--- config.mk ---
export PLATFORM = sky130hd
export DESIGN_NAME = sccs_history_tokenizer
export DESIGN_NICKNAME = d
export VERILOG_FILES = /design/src/sv/sht_pkg.sv /design/src/sv/sccs_history_tokenizer.sv
export VERILOG_INCLUDE_DIRS = /design/src /design/src/sv
export SDC_FILE = /design/constraint.sdc
export NUM_CORES = 1
export LEC_CHECK = 0
export BUFFER_PORTS_ARGS = -buffer_cell sky130_fd_sc_hd__buf_2
export CAP_MARGIN = 40
export CORE_UTILIZATION = 55
export CTS_CLUSTER_DIAMETER = 100
export DETAILED_ROUTE_END_ITERATION = 7
export HOLD_SLACK_MARGIN = 0.08
export PLACE_DENSITY = 0.74
export SKIP_CTS_REPAIR_TIMING = 1
export SYNTH_ARGS = -nofsm -noshare
export SYNTH_HDL_FRONTEND = slang
export SYNTH_SLANG_ARGS = --single-unit
--- constraint.sdc ---
create_clock -name clk -period 7.3 [get_ports clk]
set_clock_uncertainty 0.05 [all_clocks]
set_input_delay 1.095 -clock clk [delete_from_list [all_inputs] [get_ports clk]]
set_output_delay 1.095 -clock clk [all_outputs]
set_load 0.01 [all_outputs]
--- src/sv/sccs_history_tokenizer_macros.svh ---
// Assertion helpers for the history tokenizer.
// Both macros sample on clk and are disabled while rst_n is low.
`ifndef SCCS_HISTORY_TOKENIZER_MACROS_SVH
`define SCCS_HISTORY_TOKENIZER_MACROS_SVH

// Condition must hold at every clock edge.
`define SHT_ASSERT_ALWAYS(label, cond, msg) \
    label: assert property (@(posedge clk) disable iff (!rst_n) (cond)) else $error(msg);

// Consequent must hold in the cycle after the antecedent.
`define SHT_ASSERT_NEXT(label, ante, cons, msg) \
    label: assert property (@(posedge clk) disable iff (!rst_n) (ante) |=> (cons)) else $error(msg);

`endif

--- src/sv/sht_pkg.sv ---
package sht_pkg;

    // Token kinds
    localparam logic [4:0] KIND_END     = 5'd0;
    localparam logic [4:0] KIND_TEXT    = 5'd1;
    localparam logic [4:0] KIND_COMMENT = 5'd2;
    localparam logic [4:0] KIND_STRING  = 5'd3;
    localparam logic [4:0] KIND_KEY0    = 5'd4;
    localparam logic [4:0] KIND_JUNK    = 5'd20;

    // Special bytes
    localparam logic [7:0] BYTE_SOH     = 8'h01;
    localparam logic [7:0] BYTE_NL      = 8'h0A;
    localparam logic [7:0] BYTE_SPACE   = 8'h20;
    localparam logic [7:0] BYTE_COMMENT = 8'h63;  // 'c'

    // Output queue
    localparam int FIFO_DEPTH = 4;
    localparam int PTR_W      = $clog2(FIFO_DEPTH);
    localparam int CNT_W      = $clog2(FIFO_DEPTH + 1);

    typedef enum logic [2:0] {
        PH_LINE   = 3'd0,
        PH_TEXT   = 3'd1,
        PH_KEY    = 3'd2,
        PH_CFIRST = 3'd3,
        PH_CBODY  = 3'd4,
        PH_MID    = 3'd5
    } lex_phase_t;

    typedef struct packed {
        logic [4:0] kind;
        logic [7:0] data;
        logic       present;
        logic       tok_last;
        logic       run_last;
    } token_item_t;

    // Keyword letter to token kind; anything unknown is junk
    function automatic logic [4:0] key_kind(input logic [7:0] b);
        logic [4:0] k;
        case (b)
            8'h64:   k = KIND_KEY0;           // d
            8'h44:   k = KIND_KEY0 + 5'd1;    // D
            8'h65:   k = KIND_KEY0 + 5'd2;    // e
            8'h45:   k = KIND_KEY0 + 5'd3;    // E
            8'h66:   k = KIND_KEY0 + 5'd4;    // f
            8'h67:   k = KIND_KEY0 + 5'd5;    // g
            8'h68:   k = KIND_KEY0 + 5'd6;    // h
            8'h69:   k = KIND_KEY0 + 5'd7;    // i
            8'h49:   k = KIND_KEY0 + 5'd8;    // I
            8'h6D:   k = KIND_KEY0 + 5'd9;    // m
            8'h73:   k = KIND_KEY0 + 5'd10;   // s
            8'h74:   k = KIND_KEY0 + 5'd11;   // t
            8'h54:   k = KIND_KEY0 + 5'd12;   // T
            8'h75:   k = KIND_KEY0 + 5'd13;   // u
            8'h55:   k = KIND_KEY0 + 5'd14;   // U
            8'h78:   k = KIND_KEY0 + 5'd15;   // x
            default: k = KIND_JUNK;
        endcase
        return k;
    endfunction

    // Separator bytes for string tokens
    function automatic logic is_space(input logic [7:0] b);
        return (b == BYTE_SPACE) || (b == 8'h09) || (b == BYTE_NL) ||
               (b == 8'h0B) || (b == 8'h0C) || (b == 8'h0D);
    endfunction

endpackage

--- src/sv/sccs_history_tokenizer.sv ---
// History file tokenizer.
// Input stream (s_*): one file byte per beat in s_tdata; s_tuser high marks
// end of file, s_tdata is then ignored.
// Output stream (m_*): one token item per beat. m_tdata is the token byte,
// m_tuser holds kind, byte-present and token-last, m_tlast marks the last
// item caused by one input beat.
// Timing: items of an input beat are in the output queue the cycle after it is taken.
// Throughput: one input beat per cycle while s_tready is high; a byte beat
// gives zero or one item, an end-of-file beat up to two (closing item plus
// end item). The bound is the single write-two read-one output queue of four
// entries; the input side is ready while two slots are free.
// Token bytes come out one beat behind, so the last byte can carry token-last.
// Reset: lexer returns to line start, held byte and queue are emptied.
// Receiver stall: the queue fills and s_tready drops once fewer than two
// slots remain; nothing is lost. After end of file only further end-of-file
// beats give items (one end item each) until the next reset.
`include "sccs_history_tokenizer_macros.svh"

module sccs_history_tokenizer
(
    input  logic       clk,
    input  logic       rst_n,
    input  logic       s_tvalid,
    output logic       s_tready,
    input  logic [7:0] s_tdata,    // [7:0] in_byte
    input  logic       s_tuser,    // [0] end_of_file
    output logic       m_tvalid,
    input  logic       m_tready,
    output logic [7:0] m_tdata,    // [7:0] token_byte
    output logic [6:0] m_tuser,    // [4:0] token_kind, [5] byte_present, [6] token_last
    output logic       m_tlast     // run_last
);
    import sht_pkg::*;

    lex_phase_t             phase_reg, phase_next;
    logic [7:0]             held_byte_reg, held_byte_next;
    logic                   held_valid_reg, held_valid_next;
    logic [4:0]             held_kind_reg, held_kind_next;
    logic                   ended_reg, ended_next;

    token_item_t            fifo_reg [FIFO_DEPTH];
    logic [PTR_W-1:0]       wr_ptr_reg, rd_ptr_reg;
    logic [CNT_W-1:0]       cnt_reg;

    logic                   in_accept;
    logic                   out_pop;
    token_item_t            res0, res1;
    logic [1:0]             res_cnt;

    // Step control
    logic                   close_req, push_req, put_req, end_req;
    logic [4:0]             close_kind, push_kind, put_kind;
    logic                   emit;
    token_item_t            emit_item;

    assign s_tready  = (cnt_reg <= CNT_W'(FIFO_DEPTH - 2));
    assign in_accept = s_tvalid && s_tready;
    assign m_tvalid  = (cnt_reg != '0);
    assign out_pop   = m_tvalid && m_tready;

    // Lexer step: classify the accepted beat
    always_comb
    begin
        phase_next      = phase_reg;
        held_byte_next  = held_byte_reg;
        held_valid_next = held_valid_reg;
        held_kind_next  = held_kind_reg;
        ended_next      = ended_reg;
        close_req       = 1'b0;
        push_req        = 1'b0;
        put_req         = 1'b0;
        end_req         = 1'b0;
        close_kind      = KIND_TEXT;
        push_kind       = KIND_TEXT;
        put_kind        = KIND_JUNK;

        if (in_accept)
        begin
            if (ended_reg)
            begin
                end_req = s_tuser;
            end
            else if (s_tuser)
            begin
                case (phase_reg)
                    PH_LINE:
                    begin
                    end
                    PH_TEXT:
                    begin
                        close_req  = 1'b1;
                        close_kind = KIND_TEXT;
                    end
                    PH_KEY:
                    begin
                        put_req  = 1'b1;
                        put_kind = KIND_JUNK;
                    end
                    PH_CFIRST, PH_CBODY:
                    begin
                        close_req  = 1'b1;
                        close_kind = KIND_COMMENT;
                    end
                    default:
                    begin
                        close_req  = held_valid_reg;
                        close_kind = KIND_STRING;
                    end
                endcase
                end_req    = 1'b1;
                ended_next = 1'b1;
                phase_next = PH_LINE;
            end
            else
            begin
                case (phase_reg)
                    PH_LINE:
                    begin
                        if (s_tdata == BYTE_SOH)
                        begin
                            phase_next = PH_KEY;
                        end
                        else if (s_tdata == BYTE_NL)
                        begin
                            put_req  = 1'b1;
                            put_kind = KIND_TEXT;
                        end
                        else
                        begin
                            push_req   = 1'b1;
                            push_kind  = KIND_TEXT;
                            phase_next = PH_TEXT;
                        end
                    end
                    PH_TEXT:
                    begin
                        if (s_tdata == BYTE_NL)
                        begin
                            close_req  = 1'b1;
                            close_kind = KIND_TEXT;
                            phase_next = PH_LINE;
                        end
                        else
                        begin
                            push_req  = 1'b1;
                            push_kind = KIND_TEXT;
                        end
                    end
                    PH_KEY:
                    begin
                        if (s_tdata == BYTE_COMMENT)
                        begin
                            phase_next = PH_CFIRST;
                        end
                        else
                        begin
                            put_req    = 1'b1;
                            put_kind   = key_kind(s_tdata);
                            phase_next = (s_tdata == BYTE_NL) ? PH_LINE : PH_MID;
                        end
                    end
                    PH_CFIRST:
                    begin
                        if (s_tdata == BYTE_NL)
                        begin
                            close_req  = 1'b1;
                            close_kind = KIND_COMMENT;
                            phase_next = PH_LINE;
                        end
                        else
                        begin
                            // one leading space of a comment is dropped
                            push_req   = (s_tdata != BYTE_SPACE);
                            push_kind  = KIND_COMMENT;
                            phase_next = PH_CBODY;
                        end
                    end
                    PH_CBODY:
                    begin
                        if (s_tdata == BYTE_NL)
                        begin
                            close_req  = 1'b1;
                            close_kind = KIND_COMMENT;
                            phase_next = PH_LINE;
                        end
                        else
                        begin
                            push_req  = 1'b1;
                            push_kind = KIND_COMMENT;
                        end
                    end
                    default:
                    begin
                        if (is_space(s_tdata))
                        begin
                            close_req  = held_valid_reg;
                            close_kind = KIND_STRING;
                            phase_next = (s_tdata == BYTE_NL) ? PH_LINE : PH_MID;
                        end
                        else
                        begin
                            push_req   = 1'b1;
                            push_kind  = KIND_STRING;
                            phase_next = PH_MID;
                        end
                    end
                endcase
            end
        end

        // Token item of this step, before the end item
        emit      = 1'b0;
        emit_item = '0;
        if (close_req)
        begin
            emit = 1'b1;
            if (held_valid_reg)
                emit_item = '{kind: held_kind_reg, data: held_byte_reg, present: 1'b1,
                              tok_last: 1'b1, run_last: 1'b0};
            else
                emit_item = '{kind: close_kind, data: 8'h00, present: 1'b0,
                              tok_last: 1'b1, run_last: 1'b0};
            held_valid_next = 1'b0;
        end
        if (push_req)
        begin
            emit      = held_valid_reg;
            emit_item = '{kind: held_kind_reg, data: held_byte_reg, present: 1'b1,
                          tok_last: 1'b0, run_last: 1'b0};
            held_byte_next  = s_tdata;
            held_kind_next  = push_kind;
            held_valid_next = 1'b1;
        end
        if (put_req)
        begin
            emit      = 1'b1;
            emit_item = '{kind: put_kind, data: 8'h00, present: 1'b0,
                          tok_last: 1'b1, run_last: 1'b0};
        end
        if (end_req)
            held_valid_next = 1'b0;
    end

    // Assemble up to two items; the final one closes the run
    always_comb
    begin
        res0    = '0;
        res1    = '0;
        res_cnt = 2'd0;
        if (end_req && emit)
        begin
            res0    = emit_item;
            res1    = '{kind: KIND_END, data: 8'h00, present: 1'b0,
                        tok_last: 1'b1, run_last: 1'b1};
            res_cnt = 2'd2;
        end
        else if (end_req)
        begin
            res0    = '{kind: KIND_END, data: 8'h00, present: 1'b0,
                        tok_last: 1'b1, run_last: 1'b1};
            res_cnt = 2'd1;
        end
        else if (emit)
        begin
            res0          = emit_item;
            res0.run_last = 1'b1;
            res_cnt       = 2'd1;
        end
    end

    // Lexer state
    always_ff @(posedge clk or negedge rst_n)
    begin
        if (!rst_n)
        begin
            phase_reg      <= PH_LINE;
            held_byte_reg  <= '0;
            held_valid_reg <= 1'b0;
            held_kind_reg  <= '0;
            ended_reg      <= 1'b0;
        end
        else
        begin
            phase_reg      <= phase_next;
            held_byte_reg  <= held_byte_next;
            held_valid_reg <= held_valid_next;
            held_kind_reg  <= held_kind_next;
            ended_reg      <= ended_next;
        end
    end

    // Output queue pointers and fill level
    always_ff @(posedge clk or negedge rst_n)
    begin
        if (!rst_n)
        begin
            wr_ptr_reg <= '0;
            rd_ptr_reg <= '0;
            cnt_reg    <= '0;
        end
        else
        begin
            wr_ptr_reg <= wr_ptr_reg + PTR_W'(res_cnt);
            rd_ptr_reg <= rd_ptr_reg + PTR_W'(out_pop);
            cnt_reg    <= cnt_reg + CNT_W'(res_cnt) - CNT_W'(out_pop);
        end
    end

    // Output queue storage
    always_ff @(posedge clk)
    begin
        if (res_cnt != 2'd0)
            fifo_reg[wr_ptr_reg] <= res0;
        if (res_cnt == 2'd2)
            fifo_reg[wr_ptr_reg + PTR_W'(1)] <= res1;
    end

    assign m_tdata = fifo_reg[rd_ptr_reg].data;
    assign m_tuser = {fifo_reg[rd_ptr_reg].tok_last, fifo_reg[rd_ptr_reg].present,
                      fifo_reg[rd_ptr_reg].kind};
    assign m_tlast = fifo_reg[rd_ptr_reg].run_last;

    // Checks
    `SHT_ASSERT_ALWAYS(a_fifo_bound, cnt_reg <= CNT_W'(FIFO_DEPTH), "output queue overflow")
    `SHT_ASSERT_ALWAYS(a_held_phase, !held_valid_reg || phase_reg == PH_TEXT || phase_reg == PH_CBODY || phase_reg == PH_MID, "held byte outside a token phase")
    `SHT_ASSERT_ALWAYS(a_ended_idle, !ended_reg || (!held_valid_reg && phase_reg == PH_LINE), "lexer active after end of file")
    `SHT_ASSERT_NEXT(a_eof_sets_end, in_accept && s_tuser, ended_reg, "end of file not recorded")
    `SHT_ASSERT_NEXT(a_after_end_quiet, in_accept && ended_reg && !s_tuser && !out_pop, cnt_reg == $past(cnt_reg), "item produced after end of file")

endmodule

==> results_dict.tcl <==
set metrics [dict create \
    fmax_mhz 225 \
    rr_startpoint "phase_reg[0]" \
    overflow 0 \
    final_common_cell "dfxtp_1" \
    dp_cells 538 \
    critical_path_class "in2reg" \
    dp_hpwl_um 7080 \
    synthSimpleGateAreaFrac_pct 16.7 \
    grt_pass1_wl_um 16500 \
    postSynthCellCount 438 \
    place_congestion 0.891 \
    fin_crit_sh_pct 60.8 \
    drt_wl_total_um 9870 \
    clk_latency_ns 0.35 \
    antennaDiodeCount 0 \
    start_util_pct 57.2 \
    synth_compound_area_share_pct 22.7 \
    top_layer "met4" \
    drive_gt1_share_pct 22.8 \
    crit_chain "buf_2 -> and3b_1 -> o211a_1 -> or2_2 -> nor3b_2 -> a211o_1 -> ha_1 -> nor2_1 -> nor2_1 -> o21ai_2 -> a21oi_4 -> a32o_1" \
    nets 466 \
    worstMarginPinSlew_ns 0.883 \
    start_kind "primary input" \
    wl_per_cell_um 17.8 \
    synth_warnings 0 \
    ir_worst_vdd_uv 163 \
    num_vias 3480 \
    p_sw_share_pct 35.6 \
    ys_seq_elements 86 \
    power.share.clock_pct 24.6 \
    cts.sinks 86 \
    h-tree-depth 3 \
    synthMuxAreaShare_pct 8.33 \
    worstPathRequired_ns 7.55 \
    yosys.cell_types.count 64 \
    power_frac_comb_pct 22.9 \
    io_buffers 30 \
    die_h_um 91.9 \
    min_from "fifo_reg[2][13]" \
    ctsRootBufferMaster "clkbuf_8" \
    syn_nets 457 \
    synth-edff-count 8 \
    slew-limit-headroom_pct 41.0 \
    ioPinCount 31 \
    routed_via_density 6.28 \
    wl_met3_um 530 \
    synth-async-reset-ratio_pct 25.6 \
    critPathArrivalTime_ns 4.68 \
    dieArea_um2 8450 \
    grt_usage_pct 25.2 \
    hold_path_class "reg2reg" \
    finalCriticalPeriod_ns 4.44 \
    wl_met1_um 4370 \
    drtIter0Drc 237 \
    core_area_um2 7770 \
    synth_area_um2 4450 \
    clock_path_buffers 2 \
    avgSynthCellArea_um2 10.2 \
    min_delay_worst_endpoint "fifo_reg[2][13]" \
    numCtsBuffers 9 \
    rsz0062_at_grt "false" \
    hold_depth 2 \
    p_leak_nw 1.97 \
    dr.pass1.iters 5 \
    end_kind "flop" \
    clk_pin_slew_ns 0.09 \
    r2r_end "fifo_reg[1][6]" \
    hold_viol 0 \
    cp_slowest_stage_delay_ns 0.70 \
    synth_top_family_by_area "compound AO/OA/AOI/OAI gates" \
    route.met2.wl_um 4810 \
    final_cells 554 \
    fp.dieW_um 91.9 \
    rr_worst_depth 11 \
    grt_pass1_vias 3284 \
    seqPwrFrac_pct 52.4 \
    status "completed" \
    power.internal_w 0.000801 \
    crit_slowest_cell "a21oi_4" \
    drc 0 \
    grt_max_degree 37 \
    tns_ns 0 \
    cts_tree "built" \
    finalSetupViolCount 0 \
    synth_xor_area_share_pct 1.97 \
    switching_power_w 0.000444 \
    drv_cap 0 \
    antenna_found_initial 0 \
    synthAdderAreaFrac_pct 2.08 \
    rrSetupSlack_ns 3.08 \
    rows 32 \
    drv_slew 0 \
    seq_area_frac_synth_pct 43.0 \
    largest_reg_flops 64 \
    final_cell_mix "56 x dfxtp_1, 53 x nand2_1, 30 x o21ai_0, 30 x buf_2, 22 x dfrtp_1" \
    antenna_left 0 \
    syn2layout_area_growth_pct 7.29 \
    cp_max_fo 36 \
    critical_path.most_common_cell "nor2_1" \
    powerDensity_nw_per_um2 261 \
    synth_top_flop_cell "dfxtp_1" \
]
## worst max-delay path: cells and delay by family
family / cells / cell delay (ns)
AOI/OAI and AO/OA: 5 / 1.60
and+or+nand+nor: 5 / 1.40
adders and majority gates: 1 / 0.33
buffers and inverters: 1 / 0.22
## synth_stat cells, drive strengths merged (3+ instances only)
library cell  instances  share of area [%]
a21oi                12                1.8
a22o                  8                1.6
a31oi                 4               0.56
a32o                 33                7.9
and2                  3               0.42
buf                  12                1.8
clkbuf               23                1.9
dfrtp                22                 12
dfxtp                56                 25
edfxtp                8                5.4
ha                    5                1.4
inv                  18                1.5
mux4                 16                8.1
nand2                53                4.5
nand2b                7               0.98
nand3                 3               0.34
nand4b                3               0.59
nand4bb               3               0.76
nor2                 19                1.6
nor2b                 5               0.70
nor3                 10                1.4
nor3b                 4               0.79
nor4                  7                1.1
o21a                  3               0.51
o21ai                32                3.8
o31ai                14                2.5
o32ai                 3               0.59
or2                   6               0.84
or3                   9                1.3
or3b                  3               0.59
xnor2                 5               0.98
xor2                  5               0.98
## final cells by class
cell class                      instances  area (µm²)
Clock buffer                            9         124
Fill cell                             693        3000
Timing Repair Buffer                   33         184
Sequential cell                        86        1910
Clock inverter                          7        55.1
Inverter                               18        67.6
Multi-Input combinational cell        299        2300
Tap cell                              102         128
## stage by stage
step	power, W	hold WS [ns]	util, %	setup slack [ns]	cell area (µm²)
CTS	0.00125	0.407	61.4	2.91	4770
global placement	0.000932	0.380	58.8	2.30	4570
finish	0.00125	0.402	61.4	2.86	4770
floorplan	0.000855	0.370	-	2.97	4450
detailed placement	0.000949	0.387	59.1	2.51	4590
global route	0.00132	0.435	61.4	2.63	4770
## layer usage
layer  up-vias  track usage (%)
met5         -                0
met4         0             8.72
met3        15             5.22
met2       106             40.7
met1      1687             33.5
li1       1672                -
## power by group through the flow
| stage | combinational [W] | clock [W] | sequential, W |
|---|---|---|---|
| after floorplan | 0.000275 | 0 | 0.000580 |
| after global placement | 0.000257 | 0 | 0.000675 |
| after detailed placement | 0.000287 | 0 | 0.000662 |
| after CTS | 0.000289 | 0.000314 | 0.000651 |
| after global routing | 0.000317 | 0.000338 | 0.000666 |
| final | 0.000286 | 0.000307 | 0.000653 |
## kinds of logic (layout without fill, tap and decap cells)
logic type	Yosys count	count (layout)
AND/OR/NAND/NOR	140	140
adder cells (fa/ha/maj)	7	7
XOR/XNOR	10	10
buffers and inverters	53	67
flip-flops	86	86
AO/OA/AOI/OAI	125	125
multiplexers	17	17
## worst max-delay path by stage
stage,start,end,slack [ns],depth (start not counted)
final,s_tdata[5],fifo_reg[1][6],2.86,12
after global routing,s_tdata[4],fifo_reg[0][9],2.63,12
after CTS,s_tdata[5],fifo_reg[2][1],2.91,13
after detailed placement,s_tdata[5],fifo_reg[2][0],2.51,13
after global placement,s_tdata[4],fifo_reg[2][1],2.30,12
after floorplan,s_tdata[4],fifo_reg[1][0],2.97,15
No activity file was read; power rests on OpenSTA's default activity.
